[config.mk]
export PLATFORM = sky130hd
export DESIGN_NAME = rtttl_note_parser_core
export DESIGN_NICKNAME = d
export VERILOG_FILES = /design/src/hdl/rtnp_pkg.sv /design/src/hdl/rtnp_div.sv /design/src/hdl/rtnp_scan.sv /design/src/hdl/rtttl_note_parser_core.sv
export SDC_FILE = /design/constraint.sdc
export NUM_CORES = 1
export LEC_CHECK = 0
export BUFFER_PORTS_ARGS = -buffer_cell sky130_fd_sc_hd__buf_2
export CORE_MARGIN = 2
export CORE_UTILIZATION = 30
export DETAILED_ROUTE_END_ITERATION = 6
export HOLD_SLACK_MARGIN = 0.03
export PLACE_DENSITY = 0.41
export SLEW_MARGIN = 5
export SYNTH_ARGS = -nofsm -noshare
export SYNTH_HDL_FRONTEND = slang
export SYNTH_SLANG_ARGS = --single-unit
[constraint.sdc]
create_clock -name clock -period 9.6 [get_ports clock]
set_clock_uncertainty 0.15 [all_clocks]
set_input_delay 0.48 -clock clock [delete_from_list [all_inputs] [get_ports clock]]
set_output_delay 0.48 -clock clock [all_outputs]
set_load 0.02 [all_outputs]
[src/hdl/rtnp_pkg.sv]
`default_nettype none

package rtnp_pkg;

   // Widths of the shared divider
   localparam int DIVIDEND_W = 20;
   localparam int DIVISOR_W  = 12;

   // Result field widths
   localparam int PERIOD_W = 12;
   localparam int DELAY_W  = 16;

   // Note field widths
   localparam int BPM_W    = 10;
   localparam int LENGTH_W = 7;
   localparam int PITCH_W  = 4;
   localparam int OCTAVE_W = 4;

   // Pitch code of a pause
   localparam logic [PITCH_W-1:0] PITCH_PAUSE = 4'd15;

   // Fixed dividends and limits
   localparam logic [DIVIDEND_W-1:0] TEMPO_DIVIDEND  = 20'd60000;
   localparam logic [DIVIDEND_W-1:0] PERIOD_DIVIDEND = 20'd1000000;
   localparam logic [OCTAVE_W-1:0]   LOWEST_OCTAVE   = 4'd4;
   localparam logic [6:0]            TOP_TONE_INDEX  = 7'd47;

   // One note handed from the character scanner to the sequencer
   typedef struct packed {
      logic [BPM_W-1:0]    bpm;
      logic [LENGTH_W-1:0] length;
      logic [PITCH_W-1:0]  pitch;
      logic [OCTAVE_W-1:0] octave;
      logic                dotted;
      logic                last;
   } note_job_type;

   // Tone frequency in hertz, four octaves from middle C upwards
   function automatic logic [DIVISOR_W-1:0] freq_hz(input logic [5:0] idx);
      logic [DIVISOR_W-1:0] f;
      begin
         case (idx)
            6'd0:  f = 12'd262;   6'd1:  f = 12'd277;   6'd2:  f = 12'd294;
            6'd3:  f = 12'd311;   6'd4:  f = 12'd330;   6'd5:  f = 12'd349;
            6'd6:  f = 12'd370;   6'd7:  f = 12'd392;   6'd8:  f = 12'd415;
            6'd9:  f = 12'd440;   6'd10: f = 12'd466;   6'd11: f = 12'd494;
            6'd12: f = 12'd523;   6'd13: f = 12'd554;   6'd14: f = 12'd587;
            6'd15: f = 12'd622;   6'd16: f = 12'd659;   6'd17: f = 12'd698;
            6'd18: f = 12'd740;   6'd19: f = 12'd784;   6'd20: f = 12'd830;
            6'd21: f = 12'd880;   6'd22: f = 12'd932;   6'd23: f = 12'd988;
            6'd24: f = 12'd1047;  6'd25: f = 12'd1109;  6'd26: f = 12'd1175;
            6'd27: f = 12'd1244;  6'd28: f = 12'd1319;  6'd29: f = 12'd1397;
            6'd30: f = 12'd1480;  6'd31: f = 12'd1568;  6'd32: f = 12'd1660;
            6'd33: f = 12'd1760;  6'd34: f = 12'd1865;  6'd35: f = 12'd1976;
            6'd36: f = 12'd2093;  6'd37: f = 12'd2218;  6'd38: f = 12'd2349;
            6'd39: f = 12'd2489;  6'd40: f = 12'd2637;  6'd41: f = 12'd2794;
            6'd42: f = 12'd2960;  6'd43: f = 12'd3136;  6'd44: f = 12'd3320;
            6'd45: f = 12'd3520;  6'd46: f = 12'd3728;  6'd47: f = 12'd3951;
            default: f = 12'd3951;
         endcase
         return f;
      end
   endfunction

endpackage

`default_nettype wire

[src/hdl/rtnp_div.sv]
`default_nettype none

module rtnp_div (
   input  wire logic                           clock,
   input  wire logic                           reset,
   input  wire logic                           start,
   input  wire logic [rtnp_pkg::DIVIDEND_W-1:0] dividend,
   input  wire logic [rtnp_pkg::DIVISOR_W-1:0]  divisor,
   output logic                                done,
   output logic [rtnp_pkg::DIVIDEND_W-1:0]      quotient
);
   import rtnp_pkg::*;

   localparam int COUNT_W = $clog2(DIVIDEND_W);
   localparam logic [COUNT_W-1:0] LAST_STEP = COUNT_W'(DIVIDEND_W - 1);

   logic                  busy_ff, busy_in;
   logic                  done_ff, done_in;
   logic [COUNT_W-1:0]    count_ff, count_in;
   logic [DIVIDEND_W-1:0] quo_ff, quo_in;
   logic [DIVISOR_W-1:0]  rem_ff, rem_in;
   logic [DIVISOR_W-1:0]  dsr_ff, dsr_in;
   logic [DIVISOR_W:0]    trial;
   logic [DIVISOR_W:0]    diff;
   logic                  fits;

   // One restoring step: bring down the next dividend bit and try the subtraction.
   always_comb begin
      trial = {rem_ff, quo_ff[DIVIDEND_W-1]};
      diff  = trial - {1'b0, dsr_ff};
      fits  = (trial >= {1'b0, dsr_ff});
   end

   // Step sequencing; the dividend shifts out as the quotient shifts in.
   always_comb begin
      busy_in  = busy_ff;
      done_in  = 1'b0;
      count_in = count_ff;
      quo_in   = quo_ff;
      rem_in   = rem_ff;
      dsr_in   = dsr_ff;
      if (start) begin
         busy_in  = 1'b1;
         count_in = '0;
         quo_in   = dividend;
         rem_in   = '0;
         dsr_in   = divisor;
      end else if (busy_ff) begin
         rem_in   = fits ? diff[DIVISOR_W-1:0] : trial[DIVISOR_W-1:0];
         quo_in   = {quo_ff[DIVIDEND_W-2:0], fits};
         count_in = count_ff + 1'b1;
         if (count_ff == LAST_STEP) begin
            busy_in = 1'b0;
            done_in = 1'b1;
         end
      end
   end

   always_ff @(posedge clock) begin
      if (reset) begin
         busy_ff  <= 1'b0;
         done_ff  <= 1'b0;
         count_ff <= '0;
      end else begin
         busy_ff  <= busy_in;
         done_ff  <= done_in;
         count_ff <= count_in;
      end
      quo_ff <= quo_in;
      rem_ff <= rem_in;
      dsr_ff <= dsr_in;
   end

   assign done     = done_ff;
   assign quotient = quo_ff;

endmodule

`default_nettype wire

[src/hdl/rtnp_scan.sv]
`default_nettype none

module rtnp_scan (
   input  wire logic           clock,
   input  wire logic           reset,
   input  wire logic           accept,
   input  wire logic [7:0]     ch,
   input  wire logic           last,
   output logic                emit,
   output rtnp_pkg::note_job_type job
);
   import rtnp_pkg::*;

   // Melody sections
   typedef enum logic [2:0] {
      SEC_NAME  = 3'b001,
      SEC_CTL   = 3'b010,
      SEC_NOTES = 3'b100
   } section_type;

   // Control keys
   typedef enum logic [1:0] {
      KEY_NONE = 2'd0,
      KEY_D    = 2'd1,
      KEY_O    = 2'd2,
      KEY_B    = 2'd3
   } key_type;

   // Characters of interest
   localparam logic [7:0] CH_COLON = 8'h3A;
   localparam logic [7:0] CH_COMMA = 8'h2C;
   localparam logic [7:0] CH_EQUAL = 8'h3D;
   localparam logic [7:0] CH_SPACE = 8'h20;
   localparam logic [7:0] CH_SHARP = 8'h23;
   localparam logic [7:0] CH_DOT   = 8'h2E;
   localparam logic [7:0] CH_ZERO  = 8'h30;
   localparam logic [7:0] CH_NINE  = 8'h39;
   localparam logic [7:0] CH_A     = 8'h61;
   localparam logic [7:0] CH_B     = 8'h62;
   localparam logic [7:0] CH_C     = 8'h63;
   localparam logic [7:0] CH_D     = 8'h64;
   localparam logic [7:0] CH_E     = 8'h65;
   localparam logic [7:0] CH_F     = 8'h66;
   localparam logic [7:0] CH_G     = 8'h67;
   localparam logic [7:0] CH_O     = 8'h6F;

   // Control value sub-phases
   localparam logic [2:0] PH_TOP   = 3'd0;
   localparam logic [2:0] PH_KEY   = 3'd1;
   localparam logic [2:0] PH_SPACE = 3'd2;
   localparam logic [2:0] PH_MORE  = 3'd3;
   localparam logic [2:0] PH_THIRD = 3'd4;

   // Steps within one note
   localparam logic [2:0] STEP_START   = 3'd0;
   localparam logic [2:0] STEP_DIGIT1  = 3'd1;
   localparam logic [2:0] STEP_DIGIT2  = 3'd2;
   localparam logic [2:0] STEP_LETTER  = 3'd3;
   localparam logic [2:0] STEP_SHARP   = 3'd4;
   localparam logic [2:0] STEP_DOT1    = 3'd5;
   localparam logic [2:0] STEP_OCTAVE  = 3'd6;
   localparam logic [2:0] STEP_DOT2    = 3'd7;

   localparam logic [LENGTH_W-1:0] RESET_LENGTH = 7'd4;
   localparam logic [OCTAVE_W-1:0] RESET_OCTAVE = 4'd6;
   localparam logic [BPM_W-1:0]    RESET_BPM    = 10'd63;

   section_type         sec_ff, sec_in;
   key_type             key_ff, key_in;
   logic [2:0]          phase_ff, phase_in;
   logic [LENGTH_W-1:0] dlen_ff, dlen_in;
   logic [OCTAVE_W-1:0] doct_ff, doct_in;
   logic [BPM_W-1:0]    bpm_ff, bpm_in;
   logic [2:0]          step_ff, step_in;
   logic [LENGTH_W-1:0] nlen_ff, nlen_in;
   logic [PITCH_W-1:0]  pitch_ff, pitch_in;
   logic [OCTAVE_W-1:0] noct_ff, noct_in;
   logic                dot_ff, dot_in;
   logic                pend_ff, pend_in;

   // Decimal accumulate: a * 10 + d
   function automatic logic [13:0] times_ten_plus(input logic [BPM_W-1:0] a,
                                                  input logic [3:0] d);
      return {1'b0, a, 3'b000} + {3'b000, a, 1'b0} + {10'b0, d};
   endfunction

   // Pitch class of a note letter; anything else is a pause
   function automatic logic [PITCH_W-1:0] letter_pitch(input logic [7:0] c);
      logic [PITCH_W-1:0] p;
      begin
         case (c)
            CH_C:    p = 4'd0;
            CH_D:    p = 4'd2;
            CH_E:    p = 4'd4;
            CH_F:    p = 4'd5;
            CH_G:    p = 4'd7;
            CH_A:    p = 4'd9;
            CH_B:    p = 4'd11;
            default: p = PITCH_PAUSE;
         endcase
         return p;
      end
   endfunction

   logic       dig;
   logic [3:0] val;
   logic       top;
   logic       slot;
   logic       begin_notes;
   logic [13:0] acc;

   // Next state for one character, following the melody grammar.
   always_comb begin
      dig = (ch >= CH_ZERO) && (ch <= CH_NINE);
      val = ch[3:0];
      top = 1'b0;
      slot = 1'b0;
      begin_notes = 1'b0;
      acc = '0;
      emit = 1'b0;

      sec_in   = sec_ff;
      key_in   = key_ff;
      phase_in = phase_ff;
      dlen_in  = dlen_ff;
      doct_in  = doct_ff;
      bpm_in   = bpm_ff;
      step_in  = step_ff;
      nlen_in  = nlen_ff;
      pitch_in = pitch_ff;
      noct_in  = noct_ff;
      dot_in   = dot_ff;
      pend_in  = pend_ff;

      unique case (sec_ff)
         SEC_NAME: begin
            if (ch == CH_COLON) begin
               sec_in   = SEC_CTL;
               key_in   = KEY_NONE;
               phase_in = PH_TOP;
            end
         end
         SEC_CTL: begin
            // Control value: key, '=' and spaces, then up to three digits.
            if (key_ff == KEY_NONE) begin
               top = 1'b1;
            end else if (phase_ff == PH_KEY) begin
               if (ch == CH_SPACE) begin
                  phase_in = PH_SPACE;
               end else if (ch != CH_EQUAL) begin
                  slot = 1'b1;
               end
            end else if (phase_ff == PH_SPACE) begin
               if (ch != CH_SPACE) begin
                  slot = 1'b1;
               end
            end else if (phase_ff == PH_MORE && dig) begin
               if (key_ff == KEY_D) begin
                  acc     = times_ten_plus({3'b000, dlen_ff}, val);
                  dlen_in = acc[LENGTH_W-1:0];
                  key_in  = KEY_NONE;
               end else begin
                  acc      = times_ten_plus(bpm_ff, val);
                  bpm_in   = acc[BPM_W-1:0];
                  phase_in = PH_THIRD;
               end
            end else if (phase_ff != PH_MORE && dig) begin
               acc    = times_ten_plus(bpm_ff, val);
               bpm_in = acc[BPM_W-1:0];
               key_in = KEY_NONE;
            end else begin
               key_in = KEY_NONE;
               top    = 1'b1;
            end

            // First character of a value.
            if (slot) begin
               if (key_ff == KEY_D) begin
                  if (dig) dlen_in = {3'b000, val};
                  phase_in = PH_MORE;
               end else if (key_ff == KEY_O) begin
                  if (dig) doct_in = val;
                  key_in = KEY_NONE;
               end else begin
                  if (dig) bpm_in = {6'b0, val};
                  phase_in = PH_MORE;
               end
            end

            // Outside a value: a new key or the end of the section.
            if (top) begin
               if (ch == CH_COLON) begin
                  sec_in      = SEC_NOTES;
                  begin_notes = 1'b1;
               end else if (ch == CH_D) begin
                  key_in   = KEY_D;
                  dlen_in  = '0;
                  phase_in = PH_KEY;
               end else if (ch == CH_O) begin
                  key_in   = KEY_O;
                  doct_in  = '0;
                  phase_in = PH_KEY;
               end else if (ch == CH_B) begin
                  key_in   = KEY_B;
                  bpm_in   = '0;
                  phase_in = PH_KEY;
               end
            end
         end
         SEC_NOTES: begin
            if (ch == CH_COMMA) begin
               emit = pend_ff;
            end else begin
               pend_in = 1'b1;
               case (step_ff)
                  STEP_START: begin
                     if (dig) begin
                        nlen_in = {3'b000, val};
                        step_in = STEP_DIGIT1;
                     end else begin
                        pitch_in = letter_pitch(ch);
                        step_in  = STEP_LETTER;
                     end
                  end
                  STEP_DIGIT1: begin
                     if (dig) begin
                        acc     = times_ten_plus({3'b000, nlen_ff}, val);
                        nlen_in = acc[LENGTH_W-1:0];
                        step_in = STEP_DIGIT2;
                     end else begin
                        pitch_in = letter_pitch(ch);
                        step_in  = STEP_LETTER;
                     end
                  end
                  STEP_DIGIT2: begin
                     pitch_in = letter_pitch(ch);
                     step_in  = STEP_LETTER;
                  end
                  default: begin
                     // Optional sharp, dot and octave after the letter.
                     if (ch == CH_SHARP && step_ff == STEP_LETTER) begin
                        if (pitch_ff != PITCH_PAUSE) pitch_in = pitch_ff + 1'b1;
                        step_in = STEP_SHARP;
                     end else if (ch == CH_DOT && step_ff <= STEP_SHARP) begin
                        dot_in  = 1'b1;
                        step_in = STEP_DOT1;
                     end else if (ch == CH_DOT && step_ff <= STEP_OCTAVE) begin
                        dot_in  = 1'b1;
                        step_in = STEP_DOT2;
                     end else if (dig && step_ff <= STEP_DOT1) begin
                        noct_in = val;
                        step_in = STEP_OCTAVE;
                     end
                  end
               endcase
            end
         end
         default: begin
            sec_in = SEC_NAME;
         end
      endcase

      // Entering the note section opens a fresh note.
      if (begin_notes) begin
         step_in  = STEP_START;
         nlen_in  = dlen_in;
         pitch_in = PITCH_PAUSE;
         noct_in  = doct_in;
         dot_in   = 1'b0;
         pend_in  = 1'b0;
      end

      // The final character closes any begun note.
      if (last && sec_in == SEC_NOTES && pend_in) emit = 1'b1;

      job.bpm    = bpm_in;
      job.length = nlen_in;
      job.pitch  = pitch_in;
      job.octave = noct_in;
      job.dotted = dot_in;
      job.last   = last;

      if (emit) begin
         step_in  = STEP_START;
         nlen_in  = dlen_in;
         pitch_in = PITCH_PAUSE;
         noct_in  = doct_in;
         dot_in   = 1'b0;
         pend_in  = 1'b0;
      end

      // After the melody everything returns to its reset value.
      if (last) begin
         sec_in   = SEC_NAME;
         key_in   = KEY_NONE;
         phase_in = PH_TOP;
         dlen_in  = RESET_LENGTH;
         doct_in  = RESET_OCTAVE;
         bpm_in   = RESET_BPM;
         step_in  = STEP_START;
         nlen_in  = RESET_LENGTH;
         pitch_in = PITCH_PAUSE;
         noct_in  = RESET_OCTAVE;
         dot_in   = 1'b0;
         pend_in  = 1'b0;
      end
   end

   always_ff @(posedge clock) begin
      if (reset) begin
         sec_ff   <= SEC_NAME;
         key_ff   <= KEY_NONE;
         phase_ff <= PH_TOP;
         dlen_ff  <= RESET_LENGTH;
         doct_ff  <= RESET_OCTAVE;
         bpm_ff   <= RESET_BPM;
         step_ff  <= STEP_START;
         nlen_ff  <= RESET_LENGTH;
         pitch_ff <= PITCH_PAUSE;
         noct_ff  <= RESET_OCTAVE;
         dot_ff   <= 1'b0;
         pend_ff  <= 1'b0;
      end else if (accept) begin
         sec_ff   <= sec_in;
         key_ff   <= key_in;
         phase_ff <= phase_in;
         dlen_ff  <= dlen_in;
         doct_ff  <= doct_in;
         bpm_ff   <= bpm_in;
         step_ff  <= step_in;
         nlen_ff  <= nlen_in;
         pitch_ff <= pitch_in;
         noct_ff  <= noct_in;
         dot_ff   <= dot_in;
         pend_ff  <= pend_in;
      end
   end

endmodule

`default_nettype wire

[src/hdl/rtttl_note_parser_core.sv]
`default_nettype none

// Streaming ringtone melody parser. Characters of one melody enter on the req
// channel, one per transfer, with req_last on the final one; every note or
// pause produces one rsp transfer with the tone period in microseconds, the
// note length in milliseconds, a bad-note flag and an end-of-melody flag. A
// character that does not close a note is taken at once. A character that
// closes a note starts the result sequencer, and no further character is taken
// until the result is in the output register. The sequencer uses the single
// 20-step restoring divider, which works out 60000/tempo, then that over the
// length, then 1000000 over the tone frequency, one after the other; a pause
// skips the last division, and a bad note skips them all.
module rtttl_note_parser_core (
   input  wire logic                         clock,
   input  wire logic                         reset,
   input  wire logic                         req_valid,
   output logic                              req_ready,
   input  wire logic [7:0]                   req_ch,
   input  wire logic                         req_last,
   output logic                              rsp_valid,
   input  wire logic                         rsp_ready,
   output logic [rtnp_pkg::PERIOD_W-1:0]     rsp_period_us,
   output logic [rtnp_pkg::DELAY_W-1:0]      rsp_delay_ms,
   output logic                              rsp_bad_note,
   output logic                              rsp_end_of_melody
);
   import rtnp_pkg::*;

   // Result sequencer states
   typedef enum logic [5:0] {
      ST_IDLE   = 6'b000001,
      ST_CHECK  = 6'b000010,
      ST_TEMPO  = 6'b000100,
      ST_LENGTH = 6'b001000,
      ST_FREQ   = 6'b010000,
      ST_OUT    = 6'b100000
   } seq_state_type;

   seq_state_type        state_ff, state_in;
   note_job_type         job_ff, job_in;
   logic [5:0]           idx_ff, idx_in;
   logic [PERIOD_W-1:0]  period_ff, period_in;
   logic [DELAY_W-1:0]   delay_ff, delay_in;
   logic                 bad_ff, bad_in;

   logic                 rsp_valid_ff, rsp_valid_in;
   logic [PERIOD_W-1:0]  rsp_period_ff, rsp_period_in;
   logic [DELAY_W-1:0]   rsp_delay_ff, rsp_delay_in;
   logic                 rsp_bad_ff, rsp_bad_in;
   logic                 rsp_end_ff, rsp_end_in;

   logic                    accept;
   logic                    scan_emit;
   note_job_type            scan_job;
   logic                    div_start;
   logic [DIVIDEND_W-1:0]   div_dividend;
   logic [DIVISOR_W-1:0]    div_divisor;
   logic                    div_done;
   logic [DIVIDEND_W-1:0]   div_quotient;

   logic                    tone;
   logic [OCTAVE_W-1:0]     oct_off;
   logic [6:0]              idx_full;
   logic                    check_bad;
   logic [DELAY_W-1:0]      base_delay;
   logic [DELAY_W+1:0]      triple_delay;

   assign req_ready = (state_ff == ST_IDLE);
   assign accept    = req_valid && req_ready;

   rtnp_scan u_scan (
      .clock  (clock),
      .reset  (reset),
      .accept (accept),
      .ch     (req_ch),
      .last   (req_last),
      .emit   (scan_emit),
      .job    (scan_job)
   );

   rtnp_div u_div (
      .clock    (clock),
      .reset    (reset),
      .start    (div_start),
      .dividend (div_dividend),
      .divisor  (div_divisor),
      .done     (div_done),
      .quotient (div_quotient)
   );

   // Range checks and table index of the captured note.
   always_comb begin
      tone      = (job_ff.pitch != PITCH_PAUSE);
      oct_off   = job_ff.octave - LOWEST_OCTAVE;
      idx_full  = {oct_off, 3'b000} + {1'b0, oct_off, 2'b00} + {3'b000, job_ff.pitch};
      check_bad = (job_ff.bpm == '0) || (job_ff.length == '0) ||
                  (tone && ((job_ff.octave < LOWEST_OCTAVE) ||
                            (idx_full > TOP_TONE_INDEX)));
   end

   // Length in milliseconds: four beats over the length, half as much again if dotted.
   always_comb begin
      base_delay   = {div_quotient[DELAY_W-3:0], 2'b00};
      triple_delay = {2'b00, base_delay} + {1'b0, base_delay, 1'b0};
   end

   // Sequencer: check, then up to three divisions on the shared divider.
   always_comb begin
      state_in     = state_ff;
      job_in       = job_ff;
      idx_in       = idx_ff;
      period_in    = period_ff;
      delay_in     = delay_ff;
      bad_in       = bad_ff;
      div_start    = 1'b0;
      div_dividend = '0;
      div_divisor  = '0;

      rsp_valid_in  = rsp_valid_ff && !rsp_ready;
      rsp_period_in = rsp_period_ff;
      rsp_delay_in  = rsp_delay_ff;
      rsp_bad_in    = rsp_bad_ff;
      rsp_end_in    = rsp_end_ff;

      unique case (state_ff)
         ST_IDLE: begin
            if (accept && scan_emit) begin
               job_in   = scan_job;
               state_in = ST_CHECK;
            end
         end
         ST_CHECK: begin
            bad_in    = check_bad;
            idx_in    = idx_full[5:0];
            period_in = '0;
            delay_in  = '0;
            if (check_bad) begin
               state_in = ST_OUT;
            end else begin
               div_start    = 1'b1;
               div_dividend = TEMPO_DIVIDEND;
               div_divisor  = {{(DIVISOR_W-BPM_W){1'b0}}, job_ff.bpm};
               state_in     = ST_TEMPO;
            end
         end
         ST_TEMPO: begin
            if (div_done) begin
               div_start    = 1'b1;
               div_dividend = div_quotient;
               div_divisor  = {{(DIVISOR_W-LENGTH_W){1'b0}}, job_ff.length};
               state_in     = ST_LENGTH;
            end
         end
         ST_LENGTH: begin
            if (div_done) begin
               delay_in = job_ff.dotted ? triple_delay[DELAY_W:1] : base_delay;
               if (tone) begin
                  div_start    = 1'b1;
                  div_dividend = PERIOD_DIVIDEND;
                  div_divisor  = freq_hz(idx_ff);
                  state_in     = ST_FREQ;
               end else begin
                  state_in = ST_OUT;
               end
            end
         end
         ST_FREQ: begin
            if (div_done) begin
               period_in = div_quotient[PERIOD_W-1:0];
               state_in  = ST_OUT;
            end
         end
         ST_OUT: begin
            // Load the output register once it is free or being emptied.
            if (!rsp_valid_ff || rsp_ready) begin
               rsp_valid_in  = 1'b1;
               rsp_period_in = period_ff;
               rsp_delay_in  = delay_ff;
               rsp_bad_in    = bad_ff;
               rsp_end_in    = job_ff.last;
               state_in      = ST_IDLE;
            end
         end
         default: begin
            state_in = ST_IDLE;
         end
      endcase
   end

   always_ff @(posedge clock) begin
      if (reset) begin
         state_ff     <= ST_IDLE;
         rsp_valid_ff <= 1'b0;
      end else begin
         state_ff     <= state_in;
         rsp_valid_ff <= rsp_valid_in;
      end
      job_ff        <= job_in;
      idx_ff        <= idx_in;
      period_ff     <= period_in;
      delay_ff      <= delay_in;
      bad_ff        <= bad_in;
      rsp_period_ff <= rsp_period_in;
      rsp_delay_ff  <= rsp_delay_in;
      rsp_bad_ff    <= rsp_bad_in;
      rsp_end_ff    <= rsp_end_in;
   end

   assign rsp_valid         = rsp_valid_ff;
   assign rsp_period_us     = rsp_period_ff;
   assign rsp_delay_ms      = rsp_delay_ff;
   assign rsp_bad_note      = rsp_bad_ff;
   assign rsp_end_of_melody = rsp_end_ff;

endmodule

`default_nettype wire

### Yosys cells after proc, flatten, opt, wreduce, memory -nomap -nowiden

Memory sizes are Yosys's and may differ from the RTL's. A register that Yosys moved wholly into a read port is not among the register bits.
Index checks and enable logic that the tools add are counted.

* $add $sub $neg: 13
* multiply operators: 0
* divide/modulo/power cells: 0
* order comparisons: 8
* equality and inequality tests: 45
* shifts and indexed selects: 0
* mux-type cells: 189
* bitwise logic cells: 1
* reduce and logical (&&, ||, !) cells: 41

Operators with widths (number)
* $mux W10: 18
* $mux W7: 21
* $mux W4: 28
* $mux W20: 5
* $mux W3: 29
* $eq A8 B7 Y1 const B: 8
* $pmux W20 S3: 1
* $mux W12: 4
* $mux W16: 3
* $mux W6: 8
* $mux W1: 44
* $eq A8 B6 Y1 const B: 5
* $pmux W12 S3: 1
* $pmux W6 S6: 1
* $mux W2: 16
* $pmux W16 S2: 1
* $pmux W4 S7: 1
* $pmux W12 S2: 1
* $add A7 B4 Y7: 3
* $pmux W3 S3: 2
* $add A16 B17 Y17: 1
* $ne A8 B6 Y1 const B: 2
* $eq A3 B2 Y1 const B: 5
* $add A7 B7 Y7: 2
* 53 further kinds: 87

* register bits after elaboration: 199
* bits in latches: 0
* memory bits (writable): 0
* bits in read-only memories: 768
* input port bits: 13
* output and inout port bits: 32
* word-level logic and storage cells: 332
* memories: 1

Memory list
* (name not given): depth 64, width 12, rd ports 1, clocked after Yosys merged registers in 1, wr ports 0, RTL line rtnp_pkg.sv:42 `case (idx)`

### Depth between registers and ports, before layout

Gate-level depths: netlist (run 1).

* word-level depth: 19
* gate-level depth with buffers: 13
* mapped depth without buffers: 12

### Hierarchy

Synthesis (run 1) repeated with hierarchy kept, for this count alone.

* cells, all modules: 1415
* area, all modules: 13407.9 sq um

By module, submodules not included
* rtttl_note_parser_core: instances 1, cells each 549, area each 5930.7 sq um, sequential area each 3083.0 sq um
* rtnp_scan: instances 1, cells each 620, area each 4747.1 sq um, sequential area each 980.9 sq um
* rtnp_div: instances 1, cells each 246, area each 2730.1 sq um, sequential area each 1341.3 sq um

### Worst setup path before layout (run 1)

Ideal clock, no wire load.

* path kind: register -> register
* from: reg job_ff[2] (netlist bit)
* to: reg u_div.quo_ff[0] (netlist: u_div.quotient[0]), enable pin
* library setup time: 0.378 ns
* data arrival time: 3.211 ns
* data required time: 9.072 ns
* slack: 5.862 ns
* stages on the path, launching flop included: 10
* buffers on the path: 0
* period minus slack after synthesis: 3.738 ns
* cell sequence: edfxtp_1 fa_1 ha_1 fa_1 xor2_1 a211oi_1 mux2i_1 a211oi_1 or2_2 o21a_1

* cells in the longest elaborated chain, start to end: 11
* elaborated cells on any way between the ends: 13
* classes of those cells: add/sub (3); order compare (2); eq/ne (1); mux (2); reduce/logical (5)

Ends and longest elaborated chain
* start, declared: RTL line rtttl_note_parser_core.sv:40 `note_job_type job_ff, job_in;`
* start signal, assigned: RTL line rtttl_note_parser_core.sv:198 `job_ff <= job_in;`
* $sub A4 B3 Y4 *: RTL line rtttl_note_parser_core.sv:94 `oct_off = job_ff.octave - LOWEST_OCTAVE;`
* $add A7 B6 Y7 *: RTL line rtttl_note_parser_core.sv:95 `idx_full = {oct_off, 3'b000} + {1'b0, oct_off, 2'b00} + {3'b000, job_ff.pitch};`
* $add A7 B4 Y7 *: RTL line rtttl_note_parser_core.sv:95
* named net idx_full[5]: RTL line rtttl_note_parser_core.sv:63 `logic [6:0] idx_full;`
* $gt A7 B6 Y1 *: RTL line rtttl_note_parser_core.sv:98 `(idx_full > TOP_TONE_INDEX)));`
* $logic_or A1 B1 Y1 *: RTL line rtttl_note_parser_core.sv:97 `(tone && ((job_ff.octave < LOWEST_OCTAVE) ||`
* $logic_and A1 B1 Y1 *: RTL line rtttl_note_parser_core.sv:97
* $logic_or A1 B1 Y1 *: RTL line rtttl_note_parser_core.sv:96 `check_bad = (job_ff.bpm == '0) || (job_ff.length == '0) ||`
* $mux W1 *: RTL line rtttl_note_parser_core.sv:137 `if (check_bad) begin`
* $pmux W1 S3 *: RTL line rtttl_note_parser_core.sv:125 `unique case (state_ff)`
* $ne A3 B3 Y1 (no source line) or $reduce_bool A2 Y1 (tied branches)
* $reduce_and A2 Y1 (no source line) *
* end signal, assigned: RTL line rtnp_div.sv:69 `quo_ff <= quo_in;`
* end, declared: RTL line rtnp_div.sv:20 `logic [DIVIDEND_W-1:0] quo_ff, quo_in;`

The timed path passes the listed nets; every way through them passes the cells marked *.
A chain may end at the register's enable or synchronous reset.

### Final worst setup path (run 1)

* from: reg job_ff[2] (netlist bit)
* to: reg u_div.quo_ff[12] (netlist: u_div.quotient[12]), enable pin

Same word-level chain as after synthesis.

==> impl_metrics.py, run 1 <==
metrics = {
    "die": {
        "dieArea_sq_um": 44100,
        "die_h_microns": 210,
        "placementRows": 75,
        "die_w_microns": 210,
        "pin_count": 45,
        "start_util": 0.304,
        "core_sq_um": 41900,
    },
    "setup_path": {
        "arrival_ns": 4.55,
        "crit_path_max_incr_delay_ns": 0.87,
        "critPathSlowestCell": "a211oi_2",
        "crit_path_end_kind": "register",
        "path_max_fanout": 20,
        "required_ns": 9.64,
        "critPathLaunchType": "register",
        "crit_type": "reg2reg",
        "worstPathCellList": "fa_1 -> ha_1 -> fa_1 -> xor2_1 -> a211oi_1 -> mux2i_1 -> a211oi_2 -> or2_2 -> o21a_1",
        "cp_common_cell": "fa_1",
    },
    "layout": {
        "nets": 1439,
        "fillers": 4335,
        "syn_to_final_growth_pct": 11.7,
        "drive_gt1_frac": 0.103,
        "antenna_cells": 0,
    },
    "grt": {
        "grt_use_total": 0.167,
        "grt_antenna_before_repair": 0,
        "grt_max_degree": 53,
        "grt_pass1_wl_microns": 58300,
        "grt_pass1_vias": 10162,
        "grt_overflow": 0,
    },
    "power_and_ir_drop": {
        "seqPwrFrac": 0.482,
        "p_comb_frac": 0.030,
        "swShare": 0.232,
        "power_density_nw_per_um2": 137,
        "finalPower_mw": 1.96,
        "leakagePower_nw": 5.60,
        "p_switching_uw": 453,
        "peakVddDrop_mv": 0.111,
        "power.internal_mw": 1.50,
        "clockPowerShare": 0.488,
    },
    "drt": {
        "drt_wl_total_microns": 36700,
        "drt_iter0_drc": 516,
        "num_vias": 10184,
        "ant_nets": 0,
        "via_per_inst": 5.34,
        "first_pass_iters": 5,
        "drc": 0,
        "wire_per_inst_microns": 19.2,
    },
    "synthesis": {
        "yosysWarnings": 0,
        "yosys.area.top_type": "edfxtp_1",
        "synth_area_sq_um": 12700,
        "async_flop_share": 0,
        "synth_edf_count": 122,
        "synth_ff_type": "edfxtp_1",
        "syn_avg_cell_area_sq_um": 9.53,
        "ys_seq_area_frac": 0.424,
        "syn_inst": 1336,
        "synth-seq-cells": 209,
        "synth_top_cells_by_area": "edfxtp_1, dfxtp_1, ha_1, a21oi_1, nand2_1",
        "synth_cell_type_count": 97,
        "yosys.area.top_type_share": 0.288,
        "syn_nets": 1428,
    },
    "clocking": {
        "cts_buffers": 27,
        "clkSinkCount": 209,
        "holdBufCountCts": 0,
        "cts_max_level": 1,
        "clkLatencyLatePin_ns": 0.56,
        "post_cts_resized": 0,
        "cts_tree": "done",
        "cts.repair_timing.setup_buffer_count": 0,
        "clk_path_buf_depth": 3,
        "clockRootBuffer": "clkbuf_16",
        "path_clk_slew_ns": 0.06,
    },
    "status": {
        "run_status": "finished clean",
    },
    "sta": {
        "setup-violations-final": 0,
        "worst_slew_pin_slew_ns": 1.11,
        "slew_headroom": 0.259,
        "rsz0062_at_grt": "false",
        "drv_slew": 0,
        "fin_crit_ns": 4.51,
        "clock.fmax_mhz": 222,
        "hold_violations": 0,
        "tns_ns": 0,
        "min_period_over_period": 0.470,
    },
    "worst_hold_path": {
        "hp-class": "in2reg",
    },
    "flow_run": {
        "drv_cap": 0,
    },
    "placed_design": {
        "place.port_buffers": 43,
        "gp_congestion": 0.822,
        "dpl.hpwl_microns": 26000,
    },
}
-- cells in the mapped netlist (26+ instances only) --
| master | n |
|---|---|
| mux2i_1 | 36 |
| ha_1 | 69 |
| o21ai_0 | 57 |
| dfxtp_1 | 87 |
| nor3_1 | 47 |
| nor2_1 | 99 |
| edfxtp_1 | 122 |
| clkbuf_1 | 49 |
| a21oi_1 | 95 |
| and2_1 | 26 |
| nand2_1 | 122 |
| xnor2_1 | 26 |
| a21o_1 | 32 |
| nand3_1 | 41 |
| inv_1 | 51 |
-- power groups by stage --
stage / Clock (mW) / Combinational (mW) / Sequential [mW]
5_1_grt: 1.02 / 0.0651 / 0.941
3_5_place_dp: 0 / 0.0601 / 0.960
3_3_place_gp: 0 / 0.0602 / 0.960
4_1_cts: 0.987 / 0.0604 / 0.941
2_1_floorplan: 0 / 0.0383 / 0.958
6_report: 0.955 / 0.0592 / 0.941
-- logic make-up (layout without fill, tap and decap cells) --
kind of cell | count (synthesis) | count (layout) | synth area share
fa+ha+maj | 79 | 79 | 0.0835
simple gates | 459 | 459 | 0.184
mux | 45 | 45 | 0.0363
compound gates | 374 | 374 | 0.199
other cells | 1 | 1 | 0.000294
xor+xnor | 42 | 42 | 0.0304
buf+inv | 127 | 158 | 0.0417
flops | 209 | 209 | 0.424
-- metal layers --
metal | track usage | vias up | routed length (microns)
met3 | 0.0231 | 63 | 1300
met1 | 0.216 | 4899 | 16500
met4 | 0.0477 | 0 | 963
li1 | - | 5013 | -
met2 | 0.292 | 209 | 17900
met5 | 0 | - | 0
-- cell type report --
cell class / instances / area (sq um) / share of cell area
inverter: 53 / 199 / 0.0140
tap: 539 / 674 / 0.0474
sequential: 209 / 5410 / 0.380
clock inverter: 14 / 113 / 0.00791
timing repair buffer: 56 / 313 / 0.0220
multi-input combinational: 1000 / 6820 / 0.479
clock buffer: 35 / 706 / 0.0496
-- cells in the final DEF (no fill, tap or decap), types with 11 or more instances in the layout --
cell type,synthesis,layout
nand2_1,122,122
xor2_1,15,15
a22o_1,12,12
xnor2_1,26,26
nor2_1,99,98
dfxtp_1,87,87
edfxtp_1,122,122
a22oi_1,17,17
mux2i_1,36,35
nand2b_1,15,15
ha_1,69,69
nor2b_1,18,17
nand3_1,41,41
a21oi_1,95,95
and2_1,26,26
o21ai_0,57,57
buf_2,14,43
clkbuf_16,0,27
a31oi_1,19,19
o211ai_1,11,11
a211oi_1,19,17
and3_1,14,14
buf_4,3,13
or2_2,11,11
a21o_1,32,32
inv_1,51,51
nor3_1,47,47
-- critical path: cells and delay by family, from the launching register on --
family / cells / cell delay, ns
compound gates: 3 / 1.81
flops: 1 / 0.41
simple gates: 1 / 0.29
mux: 1 / 0.15
fa+ha+maj: 3 / 1.11
xor+xnor: 1 / 0.21
-- stage by stage --
step	utilization	hold slack, ns	setup slack, ns	instances	cell area, sq um
2_1_floorplan	-	0.250	5.86	1336	12700
3_3_place_gp	0.320	0.251	5.03	1857	13400
3_5_place_dp	0.320	0.255	4.98	1857	13400
4_1_cts	0.339	0.178	5.01	1906	14200
5_1_grt	0.339	0.191	4.75	1906	14200
6_report	0.339	0.202	5.09	1906	14200
-- final timing paths --
path                      from                  to  slack, ns  cells after the start
setup / recovery     job_ff[2]  u_div.quotient[12]       5.09                      9
hold / removal       req_valid         state_ff[0]       0.20                      4
setup reg to reg     job_ff[2]  u_div.quotient[12]       5.09                      9
hold reg to reg   delay_ff[10]    rsp_delay_ms[10]       0.27                      0
-- registers in the layout, indices dropped and copies added (netlist names), 2 cells and up, named ones only --
signal,count
u_scan.bpm_ff,10
u_div.count_ff,5
u_scan.sec_ff,3
u_scan.dlen_ff,7
rsp_delay_ms,15
rsp_period_us,12
job_ff,27
delay_ff,15
idx_ff,6
u_div.rem_ff,12
u_scan.key_ff,2
u_div.quotient,20
u_scan.phase_ff,3
u_scan.pitch_ff,4
state_ff,6
u_scan.noct_ff,4
period_ff,12
u_scan.step_ff,3
u_scan.nlen_ff,7
u_scan.doct_ff,4
u_div.dsr_ff,12
Power figures use the tool's default switching activity.
==> inputs of run 2 (changes only) <==
clock period = 4.3 ns   (was 9.6 ns; I/O delays follow)
==> run 2 against run 1 <==
Sequential power increased by 120%. Fmax is 18% higher. Count of clock-buffer cells in the layout is 4 lower. Die area unchanged. Clock power up 140%. Via count rose by 0.70%. Global-route usage is 0.092 points lower. First-iteration DRC count up 21%. Core utilization grew 0.51 points. Wire length fell by 0.49%. Worst hold slack lost 0.080 ns. Critical path type unchanged. Critical endpoint is now u_div.rem_ff[0]. Largest cell class unchanged. Largest power group unchanged.
==> impl_metrics.py, run 2 (same netlist as run 1, synthesis figures left out) <==
metrics = {
    "clocking": {
        "clkLatencyLatePin_ns": 0.56,
        "cts_tree": "done",
        "cts_buffers": 26,
        "path_clk_slew_ns": 0.06,
        "clkSinkCount": 209,
        "clockRootBuffer": "clkbuf_16",
        "cts_max_level": 1,
        "clk_path_buf_depth": 3,
    },
    "grt": {
        "grt_pass1_vias": 10135,
        "grt_use_total": 0.166,
        "grt_overflow": 0,
        "grt_antenna_before_repair": 0,
        "grt_pass1_wl_microns": 58000,
        "grt_max_degree": 52,
    },
    "layout": {
        "seq_area_sq_um": 5410,
        "multi_input_area_sq_um": 6810,
        "syn_to_final_growth_pct": 13.4,
        "final_cell_mix": "nand2_1, edfxtp_1, nor2_1",
        "drive_gt1_frac": 0.116,
        "largest_register_ffs": 27,
        "fillers": 4329,
        "antenna_cells": 0,
        "nets": 1460,
        "largest_register": "job_ff",
    },
    "sta": {
        "slew_headroom": 0.464,
        "tns_ns": 0,
        "drv_slew": 0,
        "fin_crit_ns": 3.81,
        "min_period_over_period": 0.887,
        "setup-violations-final": 0,
        "rsz0062_at_grt": "false",
        "worst_slew_pin_slew_ns": 0.801,
        "clock.fmax_mhz": 262,
        "hold_violations": 0,
    },
    "setup_path": {
        "crit_path_max_incr_delay_ns": 0.53,
        "critPathSlowestCell": "or4b_1",
        "rr_endpoint": "u_div.rem_ff[0]",
        "path_max_fanout": 16,
        "arrival_ns": 4.16,
        "crit_path_end_kind": "register",
        "critical_path_depth": 12,
        "r2r_slack_ns": 0.49,
        "critPathTopFamily": "adder cells",
        "ff2ff_path_depth": 12,
        "reg2reg_from": "job_ff[2]",
        "crit_type": "reg2reg",
        "critPathLaunchType": "register",
        "cp_common_cell": "fa_1",
        "path_buf_inv": 2,
        "worstPathCellList": "fa_1 -> ha_1 -> fa_1 -> xor2_1 -> a211oi_1 -> mux2i_1 -> a211oi_2 -> buf_4 -> nor3_4 -> inv_2 -> or4b_1 -> nand3_1",
        "required_ns": 4.64,
    },
    "placed_design": {
        "place.port_buffers": 43,
        "gp_congestion": 0.851,
        "dpl.hpwl_microns": 26400,
    },
    "die": {
        "dieArea_sq_um": 44100,
        "core_sq_um": 41900,
        "start_util": 0.304,
        "die_w_microns": 210,
        "die_h_microns": 210,
        "placementRows": 75,
        "pin_count": 45,
    },
    "power_and_ir_drop": {
        "finalPower_mw": 4.49,
        "p_comb_frac": 0.030,
        "leakagePower_nw": 5.47,
        "clockPowerShare": 0.501,
        "power_density_nw_per_um2": 311,
        "swShare": 0.222,
        "power.internal_mw": 3.49,
        "peakVddDrop_mv": 0.354,
        "seqPwrFrac": 0.469,
        "p_switching_uw": 997,
    },
    "drt": {
        "wire_per_inst_microns": 18.9,
        "num_vias": 10255,
        "drc": 0,
        "ant_nets": 0,
        "drt_iter0_drc": 623,
        "drt_wl_total_microns": 36500,
        "first_pass_iters": 5,
        "via_per_inst": 5.32,
    },
    "worst_hold_path": {
        "worstHoldStart": "reset",
        "hold_end": "u_scan.pitch_ff[1]",
        "hp-class": "in2reg",
        "holdPathStages": 3,
    },
    "flow_run": {
        "drv_cap": 0,
    },
    "status": {
        "run_status": "finished clean",
    },
}
-- run 2: tightest hold or removal path, cell delays in order --
cell     delay, ns
buf_2         0.09
inv_1         0.33
nand2_1       0.15
-- run 2: through the flow --
step	hold slack, ns	std cells	worst slack (ns)	util	cell area [sq um]
finish	0.122	1927	0.485	0.344	14400
global route	0.162	1927	0.188	0.344	14400
CTS	0.113	1927	0.421	0.344	14400
detailed placement	0.255	1876	0.394	0.323	13500
global placement	0.252	1876	0.478	0.323	13500
floorplan	0.164	1336	0.562	-	12700
-- run 2: worst max-delay path by stage --
stage	start	endpoint	slack (ns)
floorplan	job_ff[2]	u_div.quotient[0]	0.56
global placement	job_ff[2]	u_div.dsr_ff[3]	0.48
detailed placement	job_ff[2]	u_div.dsr_ff[4]	0.39
CTS	job_ff[2]	u_div.dsr_ff[3]	0.42
global route	job_ff[2]	u_div.rem_ff[1]	0.19
finish	job_ff[2]	u_div.rem_ff[0]	0.49
-- run 2: layer usage --
| metal | track usage | vias to the layer above | wire length, microns |
|---|---|---|---|
| met5 | 0 | - | 0 |
| met1 | 0.211 | 4968 | 16200 |
| li1 | - | 5057 | - |
| met3 | 0.0216 | 52 | 1140 |
| met4 | 0.0489 | 0 | 1100 |
| met2 | 0.295 | 178 | 18000 |
-- run 2: repair_timing --
action                                 CTS  global route
buffers inserted                         0             0
hold buffers                             3             0
endpoints found under the hold margin    6             0
resized for setup                        0             0
-- run 2: cell type report --
| type | instances | area share |
|---|---|---|
| inverter | 53 | 0.0138 |
| sequential | 209 | 0.374 |
| clock inverter | 17 | 0.0135 |
| multi-input combinational | 1000 | 0.472 |
| timing repair buffer | 78 | 0.0336 |
| tap | 539 | 0.0467 |
| clock buffer | 31 | 0.0463 |
-- run 2: power groups by stage --
stage	registers, mW	clock network, mW	logic [mW]
after global placement	2.14	0	0.135
final	2.10	2.25	0.136
after floorplan	2.14	0	0.0855
after global routing	2.10	2.39	0.149
after detailed placement	2.14	0	0.136
after CTS	2.10	2.32	0.139
